<file path="src/dws_pkg.sv">
// shared types and constants for the deque with search block
// no dependencies; imported by dws_ram users and deque_with_search_core
package dws_pkg;

  localparam int DEPTH_DEF  = 16;
  localparam int DATA_W     = 32;
  localparam int CMD_W      = 3;
  localparam int STATUS_W   = 2;
  localparam int POS_W      = 5;
  // removed_value, position, fill_count, padded to whole bytes
  localparam int M_TDATA_W  = 48;

  typedef enum logic [CMD_W-1:0] {
    CMD_INS_FRONT = 3'd0,
    CMD_INS_END   = 3'd1,
    CMD_REM_FRONT = 3'd2,
    CMD_REM_END   = 3'd3,
    CMD_SEARCH    = 3'd4
  } cmd_e;

  typedef enum logic [STATUS_W-1:0] {
    ST_OK       = 2'd0,
    ST_EMPTY    = 2'd1,
    ST_FULL     = 2'd2,
    ST_NOTFOUND = 2'd3
  } status_e;

  typedef enum logic [1:0] {
    S_IDLE,
    S_RD,
    S_SCAN,
    S_PUSH
  } state_e;

endpackage

</file>
<file path="src/dws_ram.sv">
// generic single-port-write, single-port-read ram with registered read data
// no dependencies
module dws_ram #(
  parameter int WIDTH = 32,
  parameter int DEPTH = 16
) (
  input  logic                     clk_i,
  input  logic                     we_i,
  input  logic [$clog2(DEPTH)-1:0] waddr_i,
  input  logic [WIDTH-1:0]         wdata_i,
  input  logic                     re_i,
  input  logic [$clog2(DEPTH)-1:0] raddr_i,
  output logic [WIDTH-1:0]         rdata_o
);

  logic [WIDTH-1:0] mem_q [DEPTH];

  always_ff @(posedge clk_i) begin
    if (we_i) begin
      mem_q[waddr_i] <= wdata_i;
    end
    if (re_i) begin
      rdata_o <= mem_q[raddr_i];
    end
  end

endmodule

</file>
<file path="src/deque_with_search_core.sv">
// bounded double-ended queue of 32-bit values with linear search
// depends on dws_pkg and dws_ram
//
// Input channel (s_axis): tuser carries the command (insert front, insert end,
// remove front, remove end, search), tdata the value. Output channel (m_axis):
// one result per input transfer, tuser carries the status, tdata the removed
// value, the match position and the fill count after the command.
// The entries live in a DEPTH-entry ring ram with registered read data;
// front index and entry count are registers.
// Inserts, failed commands and unused codes finish in the accept cycle, so
// the result goes to the output register when that is free; a new transfer
// is taken every cycle while the output does not stall. Removals read the
// ram once; a search reads one entry per cycle from the front, bounded by
// the single ram read port. Neither takes a new transfer until it is done.
// Reset empties the queue at once (front and count cleared, no clearing pass;
// ram contents are not touched). When the receiver stalls, the result waits in
// the output register while the next item is worked on; that result is held
// in a second register and no further transfer is taken until the output drains.
module deque_with_search_core #(
  parameter int DEPTH = dws_pkg::DEPTH_DEF
) (
  input  logic                        clk_i,
  input  logic                        rst_ni,
  input  logic                        s_axis_tvalid,
  output logic                        s_axis_tready,
  input  logic [dws_pkg::DATA_W-1:0]  s_axis_tdata,   // [31:0] value
  input  logic [dws_pkg::CMD_W-1:0]   s_axis_tuser,   // [2:0] cmd
  output logic                        m_axis_tvalid,
  input  logic                        m_axis_tready,
  output logic [dws_pkg::M_TDATA_W-1:0] m_axis_tdata, // [31:0] removed_value,
                                                      // [36:32] position,
                                                      // [41:37] fill_count
  output logic [dws_pkg::STATUS_W-1:0] m_axis_tuser   // [1:0] status
);

  import dws_pkg::*;

  localparam int IDX_W = $clog2(DEPTH);
  localparam int CNT_W = $clog2(DEPTH + 1);
  localparam logic [CNT_W-1:0] FULL_CNT = CNT_W'(DEPTH);
  localparam logic [IDX_W-1:0] LAST_IDX = IDX_W'(DEPTH - 1);
  localparam logic [CNT_W:0]   DEPTH_X  = (CNT_W + 1)'(DEPTH);

  // ring slot of base + off, off below DEPTH
  function automatic logic [IDX_W-1:0] slot_at(input logic [IDX_W-1:0] base,
                                               input logic [CNT_W-1:0] off);
    logic [CNT_W:0] sum;
    sum = (CNT_W + 1)'(base) + (CNT_W + 1)'(off);
    if (sum >= DEPTH_X) begin
      sum = sum - DEPTH_X;
    end
    return sum[IDX_W-1:0];
  endfunction

  function automatic logic [POS_W-1:0] to_pos(input logic [CNT_W-1:0] v);
    logic [CNT_W+POS_W-1:0] ext;
    ext = {{POS_W{1'b0}}, v};
    return ext[POS_W-1:0];
  endfunction

  state_e state_q, state_d;
  logic [IDX_W-1:0] front_q, front_d;
  logic [CNT_W-1:0] count_q, count_d;
  logic [IDX_W-1:0] off_q, off_d;
  logic [IDX_W-1:0] slot_q, slot_d;
  logic [DATA_W-1:0] val_q, val_d;

  logic              ram_we, ram_re;
  logic [IDX_W-1:0]  ram_waddr, ram_raddr;
  logic [DATA_W-1:0] ram_rdata;

  logic              res_valid;
  status_e           res_status;
  logic [DATA_W-1:0] res_removed;
  logic [CNT_W-1:0]  res_pos, res_fill;

  status_e           pend_status_q;
  logic [DATA_W-1:0] pend_removed_q;
  logic [CNT_W-1:0]  pend_pos_q, pend_fill_q;

  logic              out_valid_q, out_valid_d;
  status_e           out_status_q;
  logic [DATA_W-1:0] out_removed_q;
  logic [POS_W-1:0]  out_pos_q, out_fill_q;

  logic       accept, out_free, hit, scan_last, is_full, is_empty;
  cmd_e       in_cmd;
  logic [IDX_W-1:0] prev_front, next_slot;

  assign in_cmd     = cmd_e'(s_axis_tuser);
  assign accept     = s_axis_tvalid && s_axis_tready;
  assign out_free   = !out_valid_q || m_axis_tready;
  assign hit        = (ram_rdata == val_q);
  assign scan_last  = ((CNT_W'(off_q) + 1'b1) == count_q);
  assign is_full    = (count_q == FULL_CNT);
  assign is_empty   = (count_q == '0);
  assign prev_front = (front_q == '0) ? LAST_IDX : front_q - 1'b1;
  assign next_slot  = (slot_q == LAST_IDX) ? '0 : slot_q + 1'b1;

  dws_ram #(
    .WIDTH(DATA_W),
    .DEPTH(DEPTH)
  ) u_ring (
    .clk_i  (clk_i),
    .we_i   (ram_we),
    .waddr_i(ram_waddr),
    .wdata_i(s_axis_tdata),
    .re_i   (ram_re),
    .raddr_i(ram_raddr),
    .rdata_o(ram_rdata)
  );

  // datapath and ram control
  always_comb begin
    ram_we      = 1'b0;
    ram_waddr   = '0;
    ram_re      = 1'b0;
    ram_raddr   = '0;
    res_valid   = 1'b0;
    res_status  = ST_OK;
    res_removed = '0;
    res_pos     = '0;
    res_fill    = count_q;
    front_d     = front_q;
    count_d     = count_q;
    off_d       = off_q;
    slot_d      = slot_q;
    val_d       = val_q;
    case (state_q)
      S_IDLE: begin
        if (accept) begin
          case (in_cmd)
            CMD_INS_FRONT: begin
              res_valid = 1'b1;
              if (is_full) begin
                res_status = ST_FULL;
              end else begin
                ram_we    = 1'b1;
                ram_waddr = prev_front;
                front_d   = prev_front;
                count_d   = count_q + 1'b1;
                res_fill  = count_q + 1'b1;
              end
            end
            CMD_INS_END: begin
              res_valid = 1'b1;
              if (is_full) begin
                res_status = ST_FULL;
              end else begin
                ram_we    = 1'b1;
                ram_waddr = slot_at(front_q, count_q);
                count_d   = count_q + 1'b1;
                res_fill  = count_q + 1'b1;
              end
            end
            CMD_REM_FRONT: begin
              if (is_empty) begin
                res_valid  = 1'b1;
                res_status = ST_EMPTY;
              end else begin
                ram_re    = 1'b1;
                ram_raddr = front_q;
                front_d   = slot_at(front_q, CNT_W'(1));
                count_d   = count_q - 1'b1;
              end
            end
            CMD_REM_END: begin
              if (is_empty) begin
                res_valid  = 1'b1;
                res_status = ST_EMPTY;
              end else begin
                ram_re    = 1'b1;
                ram_raddr = slot_at(front_q, count_q - 1'b1);
                count_d   = count_q - 1'b1;
              end
            end
            CMD_SEARCH: begin
              if (is_empty) begin
                res_valid  = 1'b1;
                res_status = ST_NOTFOUND;
              end else begin
                ram_re    = 1'b1;
                ram_raddr = front_q;
                slot_d    = front_q;
                off_d     = '0;
                val_d     = s_axis_tdata;
              end
            end
            default: begin
              res_valid = 1'b1;
            end
          endcase
        end
      end
      S_RD: begin
        res_valid   = 1'b1;
        res_removed = ram_rdata;
      end
      S_SCAN: begin
        // ram_rdata holds the entry at offset off_q
        if (hit) begin
          res_valid = 1'b1;
          res_pos   = CNT_W'(off_q) + 1'b1;
        end else if (scan_last) begin
          res_valid  = 1'b1;
          res_status = ST_NOTFOUND;
        end else begin
          ram_re    = 1'b1;
          ram_raddr = next_slot;
          slot_d    = next_slot;
          off_d     = off_q + 1'b1;
        end
      end
      S_PUSH: begin
        res_valid   = 1'b1;
        res_status  = pend_status_q;
        res_removed = pend_removed_q;
        res_pos     = pend_pos_q;
        res_fill    = pend_fill_q;
      end
      default: begin
      end
    endcase
  end

  // next state
  always_comb begin
    state_d = state_q;
    case (state_q)
      S_IDLE: begin
        if (accept && !res_valid) begin
          state_d = (in_cmd inside {CMD_REM_FRONT, CMD_REM_END}) ? S_RD : S_SCAN;
        end else if (res_valid && !out_free) begin
          state_d = S_PUSH;
        end
      end
      S_RD: begin
        state_d = out_free ? S_IDLE : S_PUSH;
      end
      S_SCAN: begin
        if (res_valid) begin
          state_d = out_free ? S_IDLE : S_PUSH;
        end
      end
      S_PUSH: begin
        if (out_free) begin
          state_d = S_IDLE;
        end
      end
      default: begin
        state_d = S_IDLE;
      end
    endcase
  end

  assign out_valid_d = (res_valid && out_free) ? 1'b1 :
                       (m_axis_tready ? 1'b0 : out_valid_q);

  always_ff @(posedge clk_i or negedge rst_ni) begin
    if (!rst_ni) begin
      state_q     <= S_IDLE;
      front_q     <= '0;
      count_q     <= '0;
      out_valid_q <= 1'b0;
    end else begin
      state_q     <= state_d;
      front_q     <= front_d;
      count_q     <= count_d;
      out_valid_q <= out_valid_d;
    end
  end

  always_ff @(posedge clk_i) begin
    off_q  <= off_d;
    slot_q <= slot_d;
    val_q  <= val_d;
    if (res_valid && out_free) begin
      out_status_q  <= res_status;
      out_removed_q <= res_removed;
      out_pos_q     <= to_pos(res_pos);
      out_fill_q    <= to_pos(res_fill);
    end
    if (res_valid && !out_free && state_q != S_PUSH) begin
      pend_status_q  <= res_status;
      pend_removed_q <= res_removed;
      pend_pos_q     <= res_pos;
      pend_fill_q    <= res_fill;
    end
  end

  assign s_axis_tready = (state_q == S_IDLE);
  assign m_axis_tvalid = out_valid_q;
  assign m_axis_tuser  = out_status_q;
  assign m_axis_tdata  = {{(M_TDATA_W - DATA_W - 2 * POS_W){1'b0}},
                          out_fill_q, out_pos_q, out_removed_q};

  a_count_bound: assert property (@(posedge clk_i) disable iff (!rst_ni)
    count_q <= FULL_CNT)
    else $error("entry count above depth");

  a_scan_in_range: assert property (@(posedge clk_i) disable iff (!rst_ni)
    state_q == S_SCAN |-> CNT_W'(off_q) < count_q)
    else $error("search offset beyond queued entries");

  a_ram_write_idle: assert property (@(posedge clk_i) disable iff (!rst_ni)
    ram_we |-> state_q == S_IDLE && accept)
    else $error("ring write outside an accepted insert");

  a_remove_count: assert property (@(posedge clk_i) disable iff (!rst_ni)
    accept && !is_empty && (in_cmd == CMD_REM_FRONT || in_cmd == CMD_REM_END)
    |=> count_q == $past(count_q) - 1'b1)
    else $error("removal did not shrink the queue");

  a_fail_zero: assert property (@(posedge clk_i) disable iff (!rst_ni)
    out_valid_q && out_status_q != ST_OK |-> out_removed_q == '0 && out_pos_q == '0)
    else $error("failed command reports data");

endmodule
</file>
<file path="config.mk">
export PLATFORM = sky130hd
export DESIGN_NAME = deque_with_search_core
export DESIGN_NICKNAME = d
export VERILOG_FILES = /design/src/dws_pkg.sv /design/src/dws_ram.sv /design/src/deque_with_search_core.sv
export SDC_FILE = /design/constraint.sdc
export NUM_CORES = 1
export LEC_CHECK = 0
export ABC_AREA = 0
export CAP_MARGIN = 20
export CORE_UTILIZATION = 45
export DETAILED_ROUTE_END_ITERATION = 6
export DONT_BUFFER_PORTS = 1
export GPL_TIMING_DRIVEN = 0
export PLACE_DENSITY = 0.61
export SLEW_MARGIN = 10
export SYNTH_ARGS = -nofsm -noshare
export SYNTH_HDL_FRONTEND = slang
export SYNTH_SLANG_ARGS = --single-unit
export TNS_END_PERCENT = 1
</file>
<file path="constraint.sdc">
create_clock -name clk_i -period 7 [get_ports clk_i]
set_input_delay 0.7 -clock clk_i [delete_from_list [all_inputs] [get_ports clk_i]]
set_output_delay 0.7 -clock clk_i [all_outputs]
set_load 0.005 [all_outputs]
</file>
==> flow_metrics.tcl, run 1 <==
set metrics [dict create \
    track_usage 0.2263 \
    cp-start-kind "flop" \
    worstMarginPinSlew_ns 1.056 \
    hp-start "s_axis_tdata[6]" \
    setup_slack_ns 2.264 \
    syn_area_mm2 0.02717 \
    top_usage_layer "met2" \
    synth_top_area_frac 0.7426 \
    root_buffer "clkbuf_16" \
    clk_latency_ns 0.61 \
    syn_avg_cell_area_um2 17.59 \
    hold_depth 0 \
    crit_type "reg2reg" \
    drc 11 \
    dp_worst_setup_slack_ns 2.186 \
    finalSetupTns_ns 0 \
    ff2ff_path_depth 15 \
    met2_usage 0.3588 \
    die_area_mm2 0.06138 \
    yosysSeqAreaShare 0.7536 \
    min_period_ns 4.736 \
    drive_gt1_frac 0.1599 \
    syn2layout_area_growth_pct 15.03 \
    seqPwrFrac 0.417 \
    rsz0062_at_grt "false" \
    cellLeakagePower_nw 10.32 \
    synth_flop_cell "edfxtp_1" \
    use_met1 0.3128 \
    finalSetupViolations 0 \
    fp.dieH_um 247.7 \
    fin_nets 1712 \
    holdPathEnd "u_ring.mem_q[11][6]" \
    r2r_slack_ns 2.26 \
    cts_sinks 684 \
    placed_cell_area_mm2 0.02896 \
    met3_usage 0.04715 \
    place_congestion 0.8807 \
    vdd_drop_max_mv 0.1763 \
    grt_remaining_overflow 0 \
    port_buffers 0 \
    final_design_area_no_fill_mm2 0.03126 \
    grt_pass1_wl_um 98260 \
    grt_pass1_vias 14420 \
    power.density_mw_per_mm2 415.8 \
    slew_headroom 0.2960 \
    cts_htree_levels 3 \
    combPwrFrac 0.296 \
    mostFrequentLayoutCell "edfxtp_1" \
    intPower_w 0.008747 \
    arrival_ns 5.17 \
    swShare 0.3270 \
    io_pins 91 \
    antenna_found_initial 1 \
    worst_setup_path_end_kind "flop" \
    numCtsBuffers 71 \
    status "finished with violations" \
    cts.path.max_buffers 3 \
    layout_common_cells "672 x edfxtp_1, 122 x mux2i_1, 112 x nand2_1, 74 x clkbuf_16, 61 x nor2_1" \
    post_cts_buffers 0 \
    start_util 0.4578 \
    firstDrtPassIters 7 \
    placeableCoreArea_mm2 0.05935 \
    yosys_warnings 0 \
    slew_violations 0 \
    fmax_mhz 211.2 \
    vias 14470 \
    post_synth_num_cell_types 53 \
    dp_hpwl_um 45180 \
    skew_ns 0.02373 \
    post_drt_wl_per_cell_um 27.29 \
    die_w_um 247.7 \
    rows 89 \
    cts_tree "yes" \
    critPathRequiredTime_ns 7.44 \
    ant_nets 0 \
    yosysTopAreaCell "edfxtp_1" \
    hold_path.class "in2reg" \
    drtIter0Drc 1577 \
    clkTransAtPathRegs_ns 0.06 \
    min_period_over_period 0.6765 \
    syn_inst 1545 \
    postSynth.asyncResetShare 0.01754 \
    finalHoldViolCount 0 \
    vias_per_cell 5.833 \
    crit_fanout 10 \
    p_clk_frac 0.287 \
    ys_ff_latch 684 \
    timing.rr.start "count_q[0]" \
    maxCapViolations 0 \
    routed_wl_um 67710 \
    r2r_end "u_ring.rdata_o[16]" \
    violations "design-rule violations" \
    grt_max_degree 29 \
    synth_edf_count 672 \
    yosys-top-cells-area "edfxtp_1 74%, mux2i_1 4.5%, mux4_2 4.5%" \
    p_sw_w 0.004250 \
]
## per-stage QoR
step | util | std cells | power, W | hold WS [ns]
6_report | 0.5267 | 2481 | 0.01300 | 0.1774
5_1_grt | 0.5267 | 2481 | 0.01352 | 0.1541
4_1_cts | 0.5265 | 2479 | 0.01306 | 0.1467
3_5_place_dp | 0.4879 | 2352 | 0.009316 | 0.4049
3_3_place_gp | 0.4745 | 2323 | 0.009186 | 0.4048
2_1_floorplan | - | 1550 | 0.007888 | 0.4044
## layer usage
| metal | share of wire | vias to the layer above | wire (um) |
|---|---|---|---|
| li1 | - | 6333 | - |
| met1 | 0.42 | 7449 | 28670 |
| met2 | 0.48 | 599 | 32240 |
| met3 | 0.077 | 91 | 5208 |
| met4 | 0.024 | 0 | 1593 |
| met5 | 0 | - | 0 |
## layout make-up
cell class	count	area (um2)
clock buffers	90	1912
fillers	4686	28090
flip-flops and latches	684	20480
repair buffers	31	664.4
clock inverters	36	371.6
diodes	1	2.502
plain buffers	86	515.5
multi-input cells	760	6271
well taps	773	967.2
inverters	20	75.07
## repair_timing
action,CTS,global route
gates resized for setup,0,0
endpoints found under the hold margin,12,0
hold buffers,1,0
## worst max-delay path by stage
stage,cells after the start,end,start,slack [ns]
global placement,8,pend_removed_q[26],u_ring.rdata_o[17],-1.53
CTS,10,u_ring.rdata_o[24],u_ring.rdata_o[17],2.18
detailed placement,10,u_ring.rdata_o[24],u_ring.rdata_o[17],2.19
floorplan,8,pend_fill_q[0],off_q[0],1.72
finish,15,u_ring.rdata_o[16],count_q[0],2.26
global route,15,u_ring.rdata_o[16],count_q[0],2.09
## kinds of logic (layout without fill, tap and decap cells)
group	Yosys count	after routing	synth area share
xor gates and xnor gates	54	54	0.01740
AOI/OAI and AO/OA	240	240	0.06326
adders and majority gates	19	19	0.009301
other	1	7	0.0001380
muxes	184	184	0.09301
and+or+nand+nor	257	257	0.04153
buffers and inverters	106	263	0.02173
DFF	684	684	0.7536
## sequential cells by signal (all words and copies together), names as in the netlist
register / count
val_q: 32
out_removed_q: 32
u_ring.rdata_o: 32
pend_fill_q: 5
count_q: 5
state_q: 2
off_q: 4
front_q: 4
u_ring.mem_q: 512
pend_pos_q: 5
out_pos_q: 5
pend_status_q: 2
m_axis_tuser: 2
out_fill_q: 5
pend_removed_q: 32
slot_q: 4
m_axis_tvalid: 1
## cells in the mapped netlist, types with 12 or more instances
cell type	instances
edfxtp_1	672
mux2i_1	122
nand2_1	112
nor2_1	78
o22ai_1	61
mux4_2	54
xnor2_1	45
a22o_1	37
a21oi_1	29
a311oi_1	28
clkbuf_1	27
buf_4	25
o21ai_0	23
inv_1	20
buf_2	19
ha_1	17
a211oi_1	16
and2_1	14
dfrtp_1	12
nor2b_1	12
## critical path, stage by stage, from the launching register on
cell and delay (ns):
dfrtp_1 0.39, buf_2 0.24, inv_1 0.14, ha_1 0.25, xor2_1 0.23, ha_1 0.31, xor2_1 0.16, nor2_1 0.09
a21oi_1 0.04, o21ai_0 0.26, a32o_1 0.37, buf_4 0.33, clkbuf_1 0.76, clkbuf_1 0.58, a311oi_1 0.18, nor2_1 0.23
## power by group through the flow
stage	clock (W)	combinational, W	sequential (W)
2_1_floorplan	0	0.00251	0.00538
3_3_place_gp	0	0.00366	0.00552
3_5_place_dp	0	0.00382	0.00549
4_1_cts	0.00380	0.00385	0.00541
5_1_grt	0.00396	0.00411	0.00545
6_report	0.00374	0.00385	0.00541
Power figures use the tool's default switching activity.
==> run 2: changes to the inputs <==
- PLACE_DENSITY: 0.61 -> 0.63
- clock period: 7 -> 4 ns (I/O delays scaled with it)
==> run 2 against run 1 <==
The flow still finishes with violations (design-rule violations). Combinational power rose by 82%. Die area stayed put. Global-route usage down 0.30 points. Sequential power grew 75%. Critical path depth decreased by 2. Via count increased by 2.0%. Setup slack worse by 2.2 ns. Critical endpoint is now u_ring.rdata_o[31].
==> flow_metrics.tcl, run 2 (synthesis results as in run 1) <==
set metrics [dict create \
    port_buffers 0 \
    place_congestion 0.8709 \
    violations "design-rule violations" \
    crit_type "reg2reg" \
    numCtsBuffers 70 \
    fp.dieH_um 247.7 \
    post_drt_wl_per_cell_um 26.82 \
    largest_reg_flops 512 \
    cts_sinks 684 \
    grt_remaining_overflow 0 \
    placed_cell_area_mm2 0.02883 \
    layout_common_cells "672 x edfxtp_1, 122 x mux2i_1, 111 x nand2_1, 73 x clkbuf_16, 61 x nor2_1" \
    fmax_mhz 256.6 \
    drc 18 \
    fin_cells 2504 \
    cts.path.max_buffers 3 \
    finalPower_w 0.02258 \
    rsz0062_at_grt "true" \
    min_period_over_period 0.9741 \
    start_util 0.4578 \
    antenna_found_initial 1 \
    die_w_um 247.7 \
    placeableCoreArea_mm2 0.05935 \
    skew_ns 0.03568 \
    final_design_area_no_fill_mm2 0.03148 \
    vias_per_cell 5.894 \
    cts_htree_levels 3 \
    cellLeakagePower_nw 10.45 \
    mostFrequentLayoutCell "edfxtp_1" \
    dp_hpwl_um 44390 \
    min_period_ns 3.896 \
    arrival_ns 4.24 \
    grt_pass1_wl_um 97980 \
    firstDrtPassIters 7 \
    status "finished with violations" \
    die_area_mm2 0.06138 \
    grt_max_degree 30 \
    place_inst 2345 \
    io_pins 91 \
    vias 14760 \
    cts_tree "yes" \
    root_buffer "clkbuf_16" \
    track_usage 0.2233 \
    critPathRequiredTime_ns 4.34 \
    worst_setup_path_end_kind "flop" \
    routed_wl_um 67170 \
    vdd_drop_max_mv 0.2966 \
    crit_fanout 10 \
    drive_gt1_frac 0.1682 \
    cp-start-kind "flop" \
    rows 89 \
    power.density_mw_per_mm2 717.4 \
    top_register "u_ring.mem_q" \
    setup_slack_ns 0.1036 \
    finalHoldViolCount 0 \
    hold_path.class "in2reg" \
    finalSetupViolations 0 \
    drtIter0Drc 1370 \
    maxCapViolations 0 \
    post-route-util 0.5303 \
    slew_violations 0 \
    fin_nets 1736 \
    grt_pass1_vias 14770 \
    clkTransAtPathRegs_ns 0.06 \
    syn2layout_area_growth_pct 15.83 \
    dp_worst_setup_slack_ns -0.7935 \
    slew_headroom 0.3204 \
    ant_nets 0 \
    worstMarginPinSlew_ns 1.019 \
    clk_latency_ns 0.63 \
]
[run 2: cell count changes in the layout (fill, tap and decap cells not counted), moves of 5 or more]
cell | previous run | this run
dlygate4sd3_1 | 1 | 33
clkbuf_1 | 43 | 28
buf_16 | 16 | 10
bufinv_16 | 7 | 1
clkbuf_2 | 0 | 6
clkbuf_4 | 0 | 6
clkinv_2 | 7 | 12
xnor2_1 | 45 | 40
xnor2_2 | 0 | 5
[run 2: final timing paths]
check / from / to / slack [ns] / cells past startpoint
setup / recovery: u_ring.rdata_o[11] / u_ring.rdata_o[31] / 0.10 / 13
hold / removal: m_axis_tready / m_axis_tvalid / 0.06 / 2
setup reg to reg: u_ring.rdata_o[11] / u_ring.rdata_o[31] / 0.10 / 13
hold reg to reg: pend_pos_q[4] / pend_pos_q[4] / 0.56 / 2
max in group asynchronous: rst_ni / count_q[1] / 3.22 / 1
min in group asynchronous: rst_ni / front_q[1] / 0.28 / 1
[run 2: cell type report]
| type | instances | area (um2) |
|---|---|---|
| multi-input combinational | 760 | 6405 |
| antenna | 1 | 2.502 |
| clock inverter | 34 | 206.4 |
| tap | 773 | 967.2 |
| clock buffer | 90 | 1911 |
| inverter | 20 | 75.07 |
| sequential | 684 | 20480 |
| timing repair buffer | 56 | 848.3 |
| fill | 4647 | 27880 |
| buffer | 86 | 580.6 |
[run 2: where the power goes]
part / internal (W) / switching [W]
registers: 0.00897 / 0.000483
logic: 0.00262 / 0.00440
clock network: 0.00344 / 0.00267
[run 2: routing by layer]
metal  GRT usage  up-vias  wire (um)
met4     0.06965        2       1462
met2      0.3704      690      32970
met1      0.2998     7571      27670
met5           0        -         11
li1            -     6396          -
met3     0.04022      100       5055
[run 2: stage by stage]
stage / setup TNS (ns) / hold slack [ns]
finish: 0 / 0.06412
global route: -0.1654 / 0.07291
CTS: 0 / 0.04453
detailed placement: -16.17 / 0.1049
global placement: -1075.37 / 0.1049
floorplan: -2.364 / 0.1044
[run 2: what timing repair did]
item	4_1_cts	5_1_grt
hold buffers	33	0
hold endpoints to repair	556	0
buffers inserted	0	1
pin swaps	1	3
gates resized for setup	26	39
setup endpoints to repair	29	34
[run 2: critical path, cell delays in order, from the launching register on]
cell and delay (ns):
edfxtp_1 0.46, xnor2_1 0.30, nand4_1 0.28, nor4_4 0.30, buf_4 0.19, nand2_2 0.18
a31oi_2 0.32, buf_6 0.26, buf_6 0.24, buf_4 0.33, mux2i_1 0.24, nand2_1 0.07
a311oi_1 0.35, nor2_1 0.09
